### src/hdl/lbpt_pkg.sv
// lbpt_pkg: shared constants for the line bit-plane transpose block
// register map codes, word widths and line store limits; no dependencies
`default_nettype none

package lbpt_pkg;

    localparam int MAX_LINE_DEF = 64;
    localparam int WORD_NARROW  = 16;
    localparam int WORD_WIDE    = 32;
    localparam int DATA_W       = 32;
    localparam int APB_ADDR_W   = 4;
    localparam int LEN_REG_W    = 7;

    typedef enum logic [1:0] {
        REG_WIDE_WORDS  = 2'd0,
        REG_INVERSE     = 2'd1,
        REG_LINE_LENGTH = 2'd2
    } reg_index_t;

endpackage

`default_nettype wire

### src/hdl/lbpt_ram.sv
// lbpt_ram: generic single write port, single read port ram with registered read
// used as the line store; depends on nothing
`default_nettype none

module lbpt_ram #(
    parameter int WIDTH = 32,
    parameter int DEPTH = 64
) (
    input  wire logic                     clk,
    input  wire logic                     we,
    input  wire logic [$clog2(DEPTH)-1:0] waddr,
    input  wire logic [WIDTH-1:0]         wdata,
    input  wire logic [$clog2(DEPTH)-1:0] raddr,
    output logic      [WIDTH-1:0]         rdata
);

    logic [WIDTH-1:0] mem [DEPTH];
    logic [WIDTH-1:0] rdata_reg;

    always_ff @(posedge clk)
    begin
        if (we)
        begin
            mem[waddr] <= wdata;
        end
        rdata_reg <= mem[raddr];
    end

    assign rdata = rdata_reg;

endmodule

`default_nettype wire

### src/hdl/line_bit_plane_transpose_core.sv
// line_bit_plane_transpose_core: top level of the line bit-plane transpose block
// depends on lbpt_pkg and lbpt_ram (line store)
//
// usage:
//   input channel (in_valid/in_ready, word_in): one beat per pixel word of a line.
//   input beats are taken one per cycle; in_ready is high only while loading a line.
//   when line_length words are in (0 reads as 1, above MAX_LINE as MAX_LINE),
//   the block gathers the transposed line and sends line_length beats on the
//   output channel (out_valid/out_ready, word_out, last), last marking the final one.
//   every output word is built one bit per cycle through the single read port of
//   the line store, 16 bits in 16-bit mode and 32 in 32-bit mode, and each word
//   then passes through the drain and output states before the next is gathered.
//   the output register lets the next word be gathered while one waits; when the
//   receiver stalls the gathering holds at the end of that next word.
//   config (apb, pready tied high): 0x0 wide_words, 0x4 inverse, 0x8 line_length;
//   write only while idle. reset clears registers to 16-bit, forward, length 64,
//   empties the line and drops any pending output; the store is not cleared.
`default_nettype none

module line_bit_plane_transpose_core
    import lbpt_pkg::*;
#(
    parameter int MAX_LINE = MAX_LINE_DEF
) (
    input  wire logic                  clk,
    input  wire logic                  rst_n,
    input  wire logic                  in_valid,
    output logic                       in_ready,
    input  wire logic [DATA_W-1:0]     word_in,
    output logic                       out_valid,
    input  wire logic                  out_ready,
    output logic      [DATA_W-1:0]     word_out,
    output logic                       last,
    input  wire logic                  psel,
    input  wire logic                  penable,
    input  wire logic                  pwrite,
    input  wire logic [APB_ADDR_W-1:0] paddr,
    input  wire logic [DATA_W-1:0]     pwdata,
    output logic      [DATA_W-1:0]     prdata,
    output logic                       pready
);

    localparam int AW = $clog2(MAX_LINE);
    localparam int LW = $clog2(MAX_LINE + 1);
    localparam int BW = $clog2(WORD_WIDE * MAX_LINE);

    typedef enum logic [1:0] {
        S_LOAD,
        S_GATHER,
        S_DRAIN,
        S_OUT
    } state_t;

    state_t state_reg;

    logic                 wide_reg;
    logic                 inverse_reg;
    logic [LEN_REG_W-1:0] line_length_reg;

    logic [LW-1:0]     loaded_reg;
    logic [AW-1:0]     xo_reg;
    logic [4:0]        io_reg;
    logic [AW-1:0]     fwd_word_reg;
    logic [4:0]        fwd_bit_reg;
    logic [BW-1:0]     inv_pos_reg;
    logic [DATA_W-1:0] acc_reg;
    logic              pend_reg;
    logic [4:0]        pend_io_reg;
    logic [4:0]        pend_bit_reg;
    logic              out_valid_reg;
    logic [DATA_W-1:0] word_out_reg;
    logic              last_reg;

    logic [LEN_REG_W-1:0] len_sat;
    logic [LW-1:0]        len;
    logic [LW-1:0]        len_m1;
    logic [LW-1:0]        loaded_next;
    logic [4:0]           io_last;
    logic                 xo_last;
    logic                 in_fire;
    logic                 cfg_write;
    logic                 out_free;
    logic [AW-1:0]        rd_addr;
    logic [4:0]           rd_bit;
    logic [DATA_W-1:0]    rd_data;

    // effective line length
    always_comb
    begin
        if (line_length_reg == '0)
        begin
            len_sat = LEN_REG_W'(1);
        end
        else if (line_length_reg > LEN_REG_W'(MAX_LINE))
        begin
            len_sat = LEN_REG_W'(MAX_LINE);
        end
        else
        begin
            len_sat = line_length_reg;
        end
    end

    assign len         = len_sat[LW-1:0];
    assign len_m1      = len - LW'(1);
    assign loaded_next = loaded_reg + LW'(1);
    assign io_last     = wide_reg ? 5'(WORD_WIDE - 1) : 5'(WORD_NARROW - 1);
    assign xo_last     = (LW'(xo_reg) == len_m1);
    assign in_ready    = (state_reg == S_LOAD);
    assign in_fire     = in_valid && in_ready;
    assign out_free    = !out_valid_reg || out_ready;
    assign cfg_write   = psel && penable && pwrite && pready;

    // forward: position walks word index fastest; inverse: bit position by
    // stepping the flat bit offset by the line length
    always_comb
    begin
        if (inverse_reg)
        begin
            if (wide_reg)
            begin
                rd_addr = AW'(inv_pos_reg >> 5);
                rd_bit  = inv_pos_reg[4:0];
            end
            else
            begin
                rd_addr = AW'(inv_pos_reg >> 4);
                rd_bit  = {1'b0, inv_pos_reg[3:0]};
            end
        end
        else
        begin
            rd_addr = fwd_word_reg;
            rd_bit  = fwd_bit_reg;
        end
    end

    lbpt_ram #(
        .WIDTH(DATA_W),
        .DEPTH(MAX_LINE)
    ) u_line_store (
        .clk  (clk),
        .we   (in_fire),
        .waddr(loaded_reg[AW-1:0]),
        .wdata(word_in),
        .raddr(rd_addr),
        .rdata(rd_data)
    );

    always_ff @(posedge clk or negedge rst_n)
    begin
        if (!rst_n)
        begin
            wide_reg        <= 1'b0;
            inverse_reg     <= 1'b0;
            line_length_reg <= LEN_REG_W'(64);
        end
        else if (cfg_write)
        begin
            unique case (paddr[APB_ADDR_W-1:2])
                REG_WIDE_WORDS:  wide_reg        <= pwdata[0];
                REG_INVERSE:     inverse_reg     <= pwdata[0];
                REG_LINE_LENGTH: line_length_reg <= pwdata[LEN_REG_W-1:0];
                default:         ;
            endcase
        end
    end

    always_comb
    begin
        unique case (paddr[APB_ADDR_W-1:2])
            REG_WIDE_WORDS:  prdata = DATA_W'(wide_reg);
            REG_INVERSE:     prdata = DATA_W'(inverse_reg);
            REG_LINE_LENGTH: prdata = DATA_W'(line_length_reg);
            default:         prdata = '0;
        endcase
    end

    assign pready = 1'b1;

    always_ff @(posedge clk or negedge rst_n)
    begin
        if (!rst_n)
        begin
            state_reg     <= S_LOAD;
            loaded_reg    <= '0;
            xo_reg        <= '0;
            io_reg        <= '0;
            fwd_word_reg  <= '0;
            fwd_bit_reg   <= '0;
            inv_pos_reg   <= '0;
            acc_reg       <= '0;
            pend_reg      <= 1'b0;
            pend_io_reg   <= '0;
            pend_bit_reg  <= '0;
            out_valid_reg <= 1'b0;
            word_out_reg  <= '0;
            last_reg      <= 1'b0;
        end
        else
        begin
            pend_reg <= (state_reg == S_GATHER);
            if (state_reg == S_OUT && out_free)
            begin
                out_valid_reg <= 1'b1;
            end
            else if (out_valid_reg && out_ready)
            begin
                out_valid_reg <= 1'b0;
            end

            // read data lands in the cycle after its address
            if (pend_reg)
            begin
                acc_reg[pend_io_reg] <= rd_data[pend_bit_reg];
            end

            unique case (state_reg)
                S_LOAD:
                begin
                    if (in_fire)
                    begin
                        if (loaded_next >= len)
                        begin
                            loaded_reg   <= '0;
                            xo_reg       <= '0;
                            io_reg       <= '0;
                            fwd_word_reg <= '0;
                            fwd_bit_reg  <= '0;
                            inv_pos_reg  <= '0;
                            acc_reg      <= '0;
                            state_reg    <= S_GATHER;
                        end
                        else
                        begin
                            loaded_reg <= loaded_next;
                        end
                    end
                end
                S_GATHER:
                begin
                    pend_io_reg  <= io_reg;
                    pend_bit_reg <= rd_bit;
                    io_reg       <= io_reg + 5'd1;
                    inv_pos_reg  <= inv_pos_reg + BW'(len);
                    if (LW'(fwd_word_reg) == len_m1)
                    begin
                        fwd_word_reg <= '0;
                        fwd_bit_reg  <= fwd_bit_reg + 5'd1;
                    end
                    else
                    begin
                        fwd_word_reg <= fwd_word_reg + AW'(1);
                    end
                    if (io_reg == io_last)
                    begin
                        state_reg <= S_DRAIN;
                    end
                end
                S_DRAIN:
                begin
                    state_reg <= S_OUT;
                end
                S_OUT:
                begin
                    if (out_free)
                    begin
                        word_out_reg  <= acc_reg;
                        last_reg      <= xo_last;
                        if (xo_last)
                        begin
                            state_reg <= S_LOAD;
                        end
                        else
                        begin
                            xo_reg      <= xo_reg + AW'(1);
                            io_reg      <= '0;
                            inv_pos_reg <= BW'(xo_reg) + BW'(1);
                            acc_reg     <= '0;
                            state_reg   <= S_GATHER;
                        end
                    end
                end
                default:
                begin
                    state_reg <= S_LOAD;
                end
            endcase
        end
    end

    assign out_valid = out_valid_reg;
    assign word_out  = word_out_reg;
    assign last      = last_reg;

endmodule

`default_nettype wire
### config.mk
export PLATFORM = sky130hd
export DESIGN_NAME = line_bit_plane_transpose_core
export DESIGN_NICKNAME = d
export VERILOG_FILES = /design/src/hdl/lbpt_pkg.sv /design/src/hdl/lbpt_ram.sv /design/src/hdl/line_bit_plane_transpose_core.sv
export SDC_FILE = /design/constraint.sdc
export NUM_CORES = 2
export LEC_CHECK = 0
export BUFFER_PORTS_ARGS = -buffer_cell sky130_fd_sc_hd__buf_2
export CAP_MARGIN = 10
export CORE_ASPECT_RATIO = 1.4
export CORE_MARGIN = 1.5
export CORE_UTILIZATION = 36
export CTS_CLUSTER_SIZE = 10
export DETAILED_ROUTE_END_ITERATION = 10
export SLEW_MARGIN = 40
export SYNTH_ARGS = -nofsm -noshare
export SYNTH_HDL_FRONTEND = slang
export SYNTH_HIERARCHICAL = 1
export SYNTH_SLANG_ARGS = --single-unit
### constraint.sdc
create_clock -name clk -period 4.27 [get_ports clk]
set_clock_uncertainty 0.2 [all_clocks]
set_input_delay 0.6405 -clock clk [delete_from_list [all_inputs] [get_ports clk]]
set_output_delay 0.6405 -clock clk [all_outputs]
set_load 0.01 [all_outputs]
## Word level (Yosys, flattened, before mapping)

Memories as Yosys holds them, arrays and structs flattened. A register that Yosys moved wholly into a read port is not among the register bits.
Cells that the tools add are included.

| operators by class | value |
|---|---|
| add/sub/neg operators | 8 |
| $lt $le $gt $ge | 5 |
| equality and inequality tests | 14 |
| mux-type cells | 49 |
| reductions and logical operators | 25 |

Operators with widths:

| operator | number |
|---|---|
| 32-bit 2-to-1 mux | 5 |
| 32-bit case mux with 2 select lines | 1 |
| 11-bit 2-to-1 mux | 4 |
| 6-bit 2-to-1 mux | 7 |
| 5-bit 2-to-1 mux | 8 |
| 11-bit case mux with 3 select lines | 1 |
| 32-bit bitwise mux | 1 |
| 6-bit case mux with 2 select lines | 2 |
| 7-bit 2-to-1 mux | 3 |
| 7-bit case mux with 3 select lines | 1 |
| 5-bit case mux with 3 select lines | 1 |
| 6-bit by 7-bit equality test with 1-bit output | 2 |
| 6-bit by 1-bit adder with 6-bit output (second input constant) | 2 |
| 5-bit by 6-bit < comparator with 1-bit output (second input constant) | 2 |
| 11-bit by 7-bit adder with 11-bit output | 1 |
| 5-bit by 1-bit adder with 5-bit output (second input constant) | 2 |
| 5-bit case mux with 2 select lines | 1 |
| 2-bit AND reduction | 5 |
| 5-bit AND reduction | 2 |
| 2-bit 2-to-1 mux | 4 |
| 2-bit by 1-bit != test with 1-bit output (second input constant) | 4 |
| 2-bit case mux with 4 select lines | 1 |
| 4-bit AND reduction | 2 |
| 6-bit by 1-bit adder with 7-bit output (second input constant) | 1 |
| other kinds (20) | 38 |

| storage, ports and cells | value |
|---|---|
| bits in registers | 128 |
| memory bits (writable) | 2,048 |
| output and inout port bits | 68 |
| memories kept | 1 |

Memories:

| memory | words | width | rd ports | clocked after memory_dff | wr ports | RTL line | text |
|---|---|---|---|---|---|---|---|
| u_line_store.mem | 64 | 32 | 1 | 1 | 1 | lbpt_ram.sv:17 | `logic [WIDTH-1:0] mem [DEPTH];` |

## Logic depth before layout (Yosys ltp)

| logic depth | value |
|---|---|
| word-level depth | 9 |
| gate-level depth with buffers | 15 |

## Hierarchy

Netlist, hierarchy kept.

By module, submodules not included:

| module | times used | cells an instance | area each (sq um) | sequential area each (sq um) |
|---|---|---|---|---|
| lbpt_ram | 1 | 3,324 | 78,515.3 | 62,139.6 |
| line_bit_plane_transpose_core | 1 | 785 | 7,424.6 | 3,204.3 |

## Worst setup path before layout

Ideal clock, no wire load.

| timing | value |
|---|---|
| path type | flip-flop to flip-flop |
| start | reg state_reg[0] |
| end | mem u_line_store.mem[48][0], enable pin |
| setup time | 0.461 ns |
| arrival time | 3.773 ns |
| slack | -0.164 ns |
| cell stages (with the launch flop) | 8 |
| clock period less this slack | 4.434 ns |
| path through | dfrtp_1 -> inv_1 -> ha_1 -> nand2_1 -> inv_1 -> nor2b_1 -> nand4b_1 -> nor3_1 |

| on the way | value |
|---|---|
| cells in the longest elaborated chain, start to end | 4 |

RTL lines:

| item | RTL line | text |
|---|---|---|
| start, declared | line_bit_plane_transpose_core.sv:54 | `state_t state_reg;` |
| start signal, assigned | line_bit_plane_transpose_core.sv:185 | `state_reg <= S_LOAD;` |
| start signal, assigned | line_bit_plane_transpose_core.sv:232 | `state_reg <= S_GATHER;` |
| start signal, assigned | line_bit_plane_transpose_core.sv:257 | `state_reg <= S_DRAIN;` |
| 2-bit zero test | line_bit_plane_transpose_core.sv:109 | `assign in_ready = (state_reg == S_LOAD);` |
| net in_ready | line_bit_plane_transpose_core.sv:28 | `output logic in_ready,` |
| 1-bit logical AND | line_bit_plane_transpose_core.sv:110 | `assign in_fire = in_valid && in_ready;` |
| net in_fire | line_bit_plane_transpose_core.sv:80 | `logic in_fire;` |
| 1-bit 2-to-1 mux | lbpt_ram.sv:22 | `if (we)` |
| 1-bit 2-to-1 mux (not written as such) | lbpt_ram.sv:24 | `mem[waddr] <= wdata;` |
| end, declared | lbpt_ram.sv:17 |  |

The timed path passes the listed nets, and every way through them passes these cells.

## Worst setup path in the final report

| timing | value |
|---|---|
| start | reg line_length_reg[1] |
| end | reg inv_pos_reg[10] |

| on the way | value |
|---|---|
| cells in the longest elaborated chain, start to end | 7 |
| elaborated cells between the ends (all ways) | 12 |

RTL lines:

| item | RTL line | text |
|---|---|---|
| start, declared | line_bit_plane_transpose_core.sv:58 | `logic [LEN_REG_W-1:0] line_length_reg;` |
| start signal, assigned | line_bit_plane_transpose_core.sv:163 | `REG_LINE_LENGTH: line_length_reg <= pwdata[LEN_REG_W-1:0];` |
| 7-bit greater-than comparator | line_bit_plane_transpose_core.sv:94 | `else if (line_length_reg > LEN_REG_W'(MAX_LINE))` |
| 7-bit 2-to-1 mux | line_bit_plane_transpose_core.sv:94 |  |
| 7-bit 2-to-1 mux (*) | line_bit_plane_transpose_core.sv:90 | `if (line_length_reg == '0)` |
| 7-bit by 1-bit subtractor with 7-bit output | line_bit_plane_transpose_core.sv:105 | `assign len_m1 = len - LW'(1);` |
| 6-bit by 7-bit equality test with 1-bit output | line_bit_plane_transpose_core.sv:108 | `assign xo_last = (LW'(xo_reg) == len_m1);` |
| 2-bit != test (no line) | -- |  |
| 5-bit AND reduction (no line) | -- |  |
| end signal, assigned | line_bit_plane_transpose_core.sv:245 | `inv_pos_reg <= inv_pos_reg + BW'(len);` |
| end signal, assigned | line_bit_plane_transpose_core.sv:278 | `inv_pos_reg <= BW'(xo_reg) + BW'(1);` |
| end, declared | line_bit_plane_transpose_core.sv:65 | `logic [BW-1:0] inv_pos_reg;` |

Every way passes the cells marked *; elsewhere a longest branch is shown, timed or not.
A chain may end at the register's enable or synchronous reset.

==> impl_metrics.ini <==
[synthesis]
ys_types = 76
synth_area_per_cell_sq_um = 20.92
syn_inst = 4109
ys.warnings.count = 6
synth_ff_type = edfxtp_1
synth_edf_count = 2048
yosysSeqAreaShare_pct = 76.03
yosys_register_bits = 2208
synth_area_sq_um = 85940
async_reset_ff_share_pct = 5.797

[sta]
maxSlewHeadroom_pct = 42.84
finalSetupViolCount = 0
fin_hold_ws_ns = 0.06884
min_period_over_period_pct = 94.16
grt_setup_unrepaired = no
maxSlewViolCount = 0
fin_tns_setup_ns = 0
clock.fmax_ghz = 0.2487
fin_ws_ns = 0.2493
period_needed_ns = 4.021
worst_slew_pin_slew_ns = 0.8548
hold_viol = 0

[floorplanning]
row_count = 212
floorplan.initialDensity_pct = 36.16
fp.dieH_um = 581.1
die_w_um = 415.9
ios = 143
die_area_sq_um = 241700
core_area_sq_um = 237700

[power]
p_switching_w = 0.01672
p_int_w = 0.04083
power_frac_seq_pct = 42.6
p_leak_nw = 31.49
p_per_area_nw_per_um2 = 579.3
power.share.combinational_pct = 26.2
clockPowerShare_pct = 31.1
peakVddDrop_mv = 0.5122
netSwitchingFraction_pct = 29.06

[cells_and_area]
final.fill_count = 20480
syn_to_final_growth_pct = 15.61
largest_register = u_line_store/mem
nets = 4589
most-common-layout-cells = 2,048 x edfxtp_1, 554 x mux4_2, 242 x clkbuf_16
drive_above_1_share_pct = 28.78
finalNonFillerCells = 7668
largest_reg_flops = 2048
final_common_cell = edfxtp_1

[hold_path]
hold_path_end = u_line_store/mem[44][19]$_DFFE_PP_
hold_path_depth = 1
hold_class = input pin to register
hold_start = word_in[19]

[cts]
numCtsBuffers = 240
clk_latency_ns = 0.88
cts.sinks = 2208
clock-root-buffer = clkbuf_16
cts_tree = built
h-tree-depth = 4
clockBufferDepth = 3
clk_pin_slew_ns = 0.06

[setup_path]
reg2reg_from = line_length_reg[1]$_DFFE_PN0P_
critPathLaunch = line_length_reg[1]$_DFFE_PN0P_
r2r_setup_slack_ns = 0.25
critPathLaunchType = register
required_ns = 4.78
endpoint_kind = register
crit_fanout = 10
rr_worst_depth = 13
rr_endpoint = inv_pos_reg[10]$_DFFE_PN0P_
critPathKind = register to register
arrival_ns = 4.53

[drt]
first_iter_violations = 4462
drc_errors = 0
via_count = 42430
wl_per_cell_um = 28.50
viasPerCell = 5.533
drt-total-wl_um = 218600
firstDrtPassIters = 5
ant_nets = 0

[place]
dpl.hpwl_um = 127100
numPortBuffers = 89
dpl.cell_count = 7337
pre_cts_ws_ns = 0.2213
gp_congestion = 0.8975

[job]
cap_violations = 0

[global_routing]
antenna_found_initial = 16
grt_pass1_wl_um = 313400
grt_overflow = 0
grt_max_degree = 82
grt_pass1_vias = 44050
track_usage_pct = 17.96

[status]
outcome = finished, final reports clean
what timing repair did:
| item | in CTS | in global routing |
|---|---|---|
| endpoints found under the setup margin | 0 | 4 |
| endpoints found under the hold margin | 90 | 0 |
| hold buffers | 14 | 0 |
| resized for setup | 0 | 1 |
| setup buffers | 0 | 0 |
per-layer routing:
layer,track usage [%],routed length [um],up-vias
li1,-,-,17690
met1,22.33,83510,23010
met2,31.36,113500,1390
met3,3.230,14250,325
met4,6.284,7251,6
met5,0,34,-
worst max-delay path by stage:
stage	end	slack [ns]	cells past startpoint
2_1_floorplan	u_line_store/mem[62][0]$_DFFE_PP_	0.59	7
3_3_place_gp	u_line_store/rdata[24]$_DFF_P_	0.19	8
3_5_place_dp	inv_pos_reg[10]$_DFFE_PN0P_	0.22	13
4_1_cts	inv_pos_reg[10]$_DFFE_PN0P_	0.17	13
5_1_grt	inv_pos_reg[10]$_DFFE_PN0P_	0.05	13
6_report	inv_pos_reg[10]$_DFFE_PN0P_	0.25	13
logic make-up after synthesis:
group,synth area share [%]
xor gates and xnor gates,0.2038
DFF,76.03
and+or+nand+nor,2.890
AOI/OAI and AO/OA,2.538
muxes,16.38
adders and majority gates,0.3582
other,0.008739
buffers and inverters,1.584
worst max-delay path: stages (launching register included):
cell	delay [ns]
dfrtp_1	0.46
or4_4	0.60
nor2_1	0.11
nor2_1	0.05
nor2_1	0.21
inv_1	0.07
ha_1	0.28
nor4b_1	0.18
a221o_1	0.31
xnor2_1	0.14
o211ai_1	0.23
o211a_2	0.38
nand2_1	0.28
a211o_1	0.38
power groups by stage:
| stage | Sequential (W) | Clock, W | Combinational (W) |
|---|---|---|---|
| floorplan | 0.0248 | 0 | 0.00940 |
| global placement | 0.0249 | 0 | 0.0150 |
| detailed placement | 0.0250 | 0 | 0.0151 |
| CTS | 0.0245 | 0.0183 | 0.0152 |
| global route | 0.0246 | 0.0191 | 0.0158 |
| finish | 0.0245 | 0.0179 | 0.0151 |
cell type report:
cell class | instances | area (sq um) | share of cell area [%]
inverter | 24 | 90.09 | 0.09067
tap | 3103 | 3882 | 3.908
timing repair buffer | 370 | 3603 | 3.627
clock inverter | 18 | 267.8 | 0.2695
antenna | 13 | 32.53 | 0.03274
clock buffer | 286 | 6221 | 6.262
multi-input combinational | 1646 | 19910 | 20.04
sequential | 2208 | 65340 | 65.77
metrics by stage:
stage / utilization, % / cell area, sq um / power [W]
2_1_floorplan: - / 86040 / 0.03419
4_1_cts: 41.78 / 99300 / 0.05803
5_1_grt: 41.79 / 99320 / 0.05949
3_3_place_gp: 38.93 / 92520 / 0.03991
3_5_place_dp: 38.99 / 92670 / 0.04012
6_report: 41.80 / 99350 / 0.05755
Yosys cell counts, drive strengths merged (12+ instances only):
| cell | count | area, sq um |
|---|---|---|
| and3 | 13 | 81.33 |
| mux4 | 554 | 12480 |
| a22oi | 14 | 105.1 |
| o221ai | 27 | 236.5 |
| clkbuf | 102 | 385.4 |
| dfxtp | 32 | 640.6 |
| dfrtp | 127 | 3178 |
| o21ai | 36 | 180.2 |
| o22ai | 90 | 563.0 |
| nor3 | 64 | 320.3 |
| a21oi | 98 | 490.5 |
| nand2 | 97 | 364.1 |
| nor2b | 22 | 137.6 |
| mux2i | 105 | 1051 |
| nor2 | 217 | 814.5 |
| or3 | 12 | 75.07 |
| ha | 23 | 287.8 |
| mux2 | 49 | 551.8 |
| nand3 | 28 | 140.1 |
| edfxtp | 2048 | 61500 |
| buf | 153 | 885.8 |
| inv | 24 | 90.08 |
| nand2b | 21 | 131.4 |
| xnor2 | 15 | 131.4 |
Note: power is estimated with default switching activity, not from simulation.
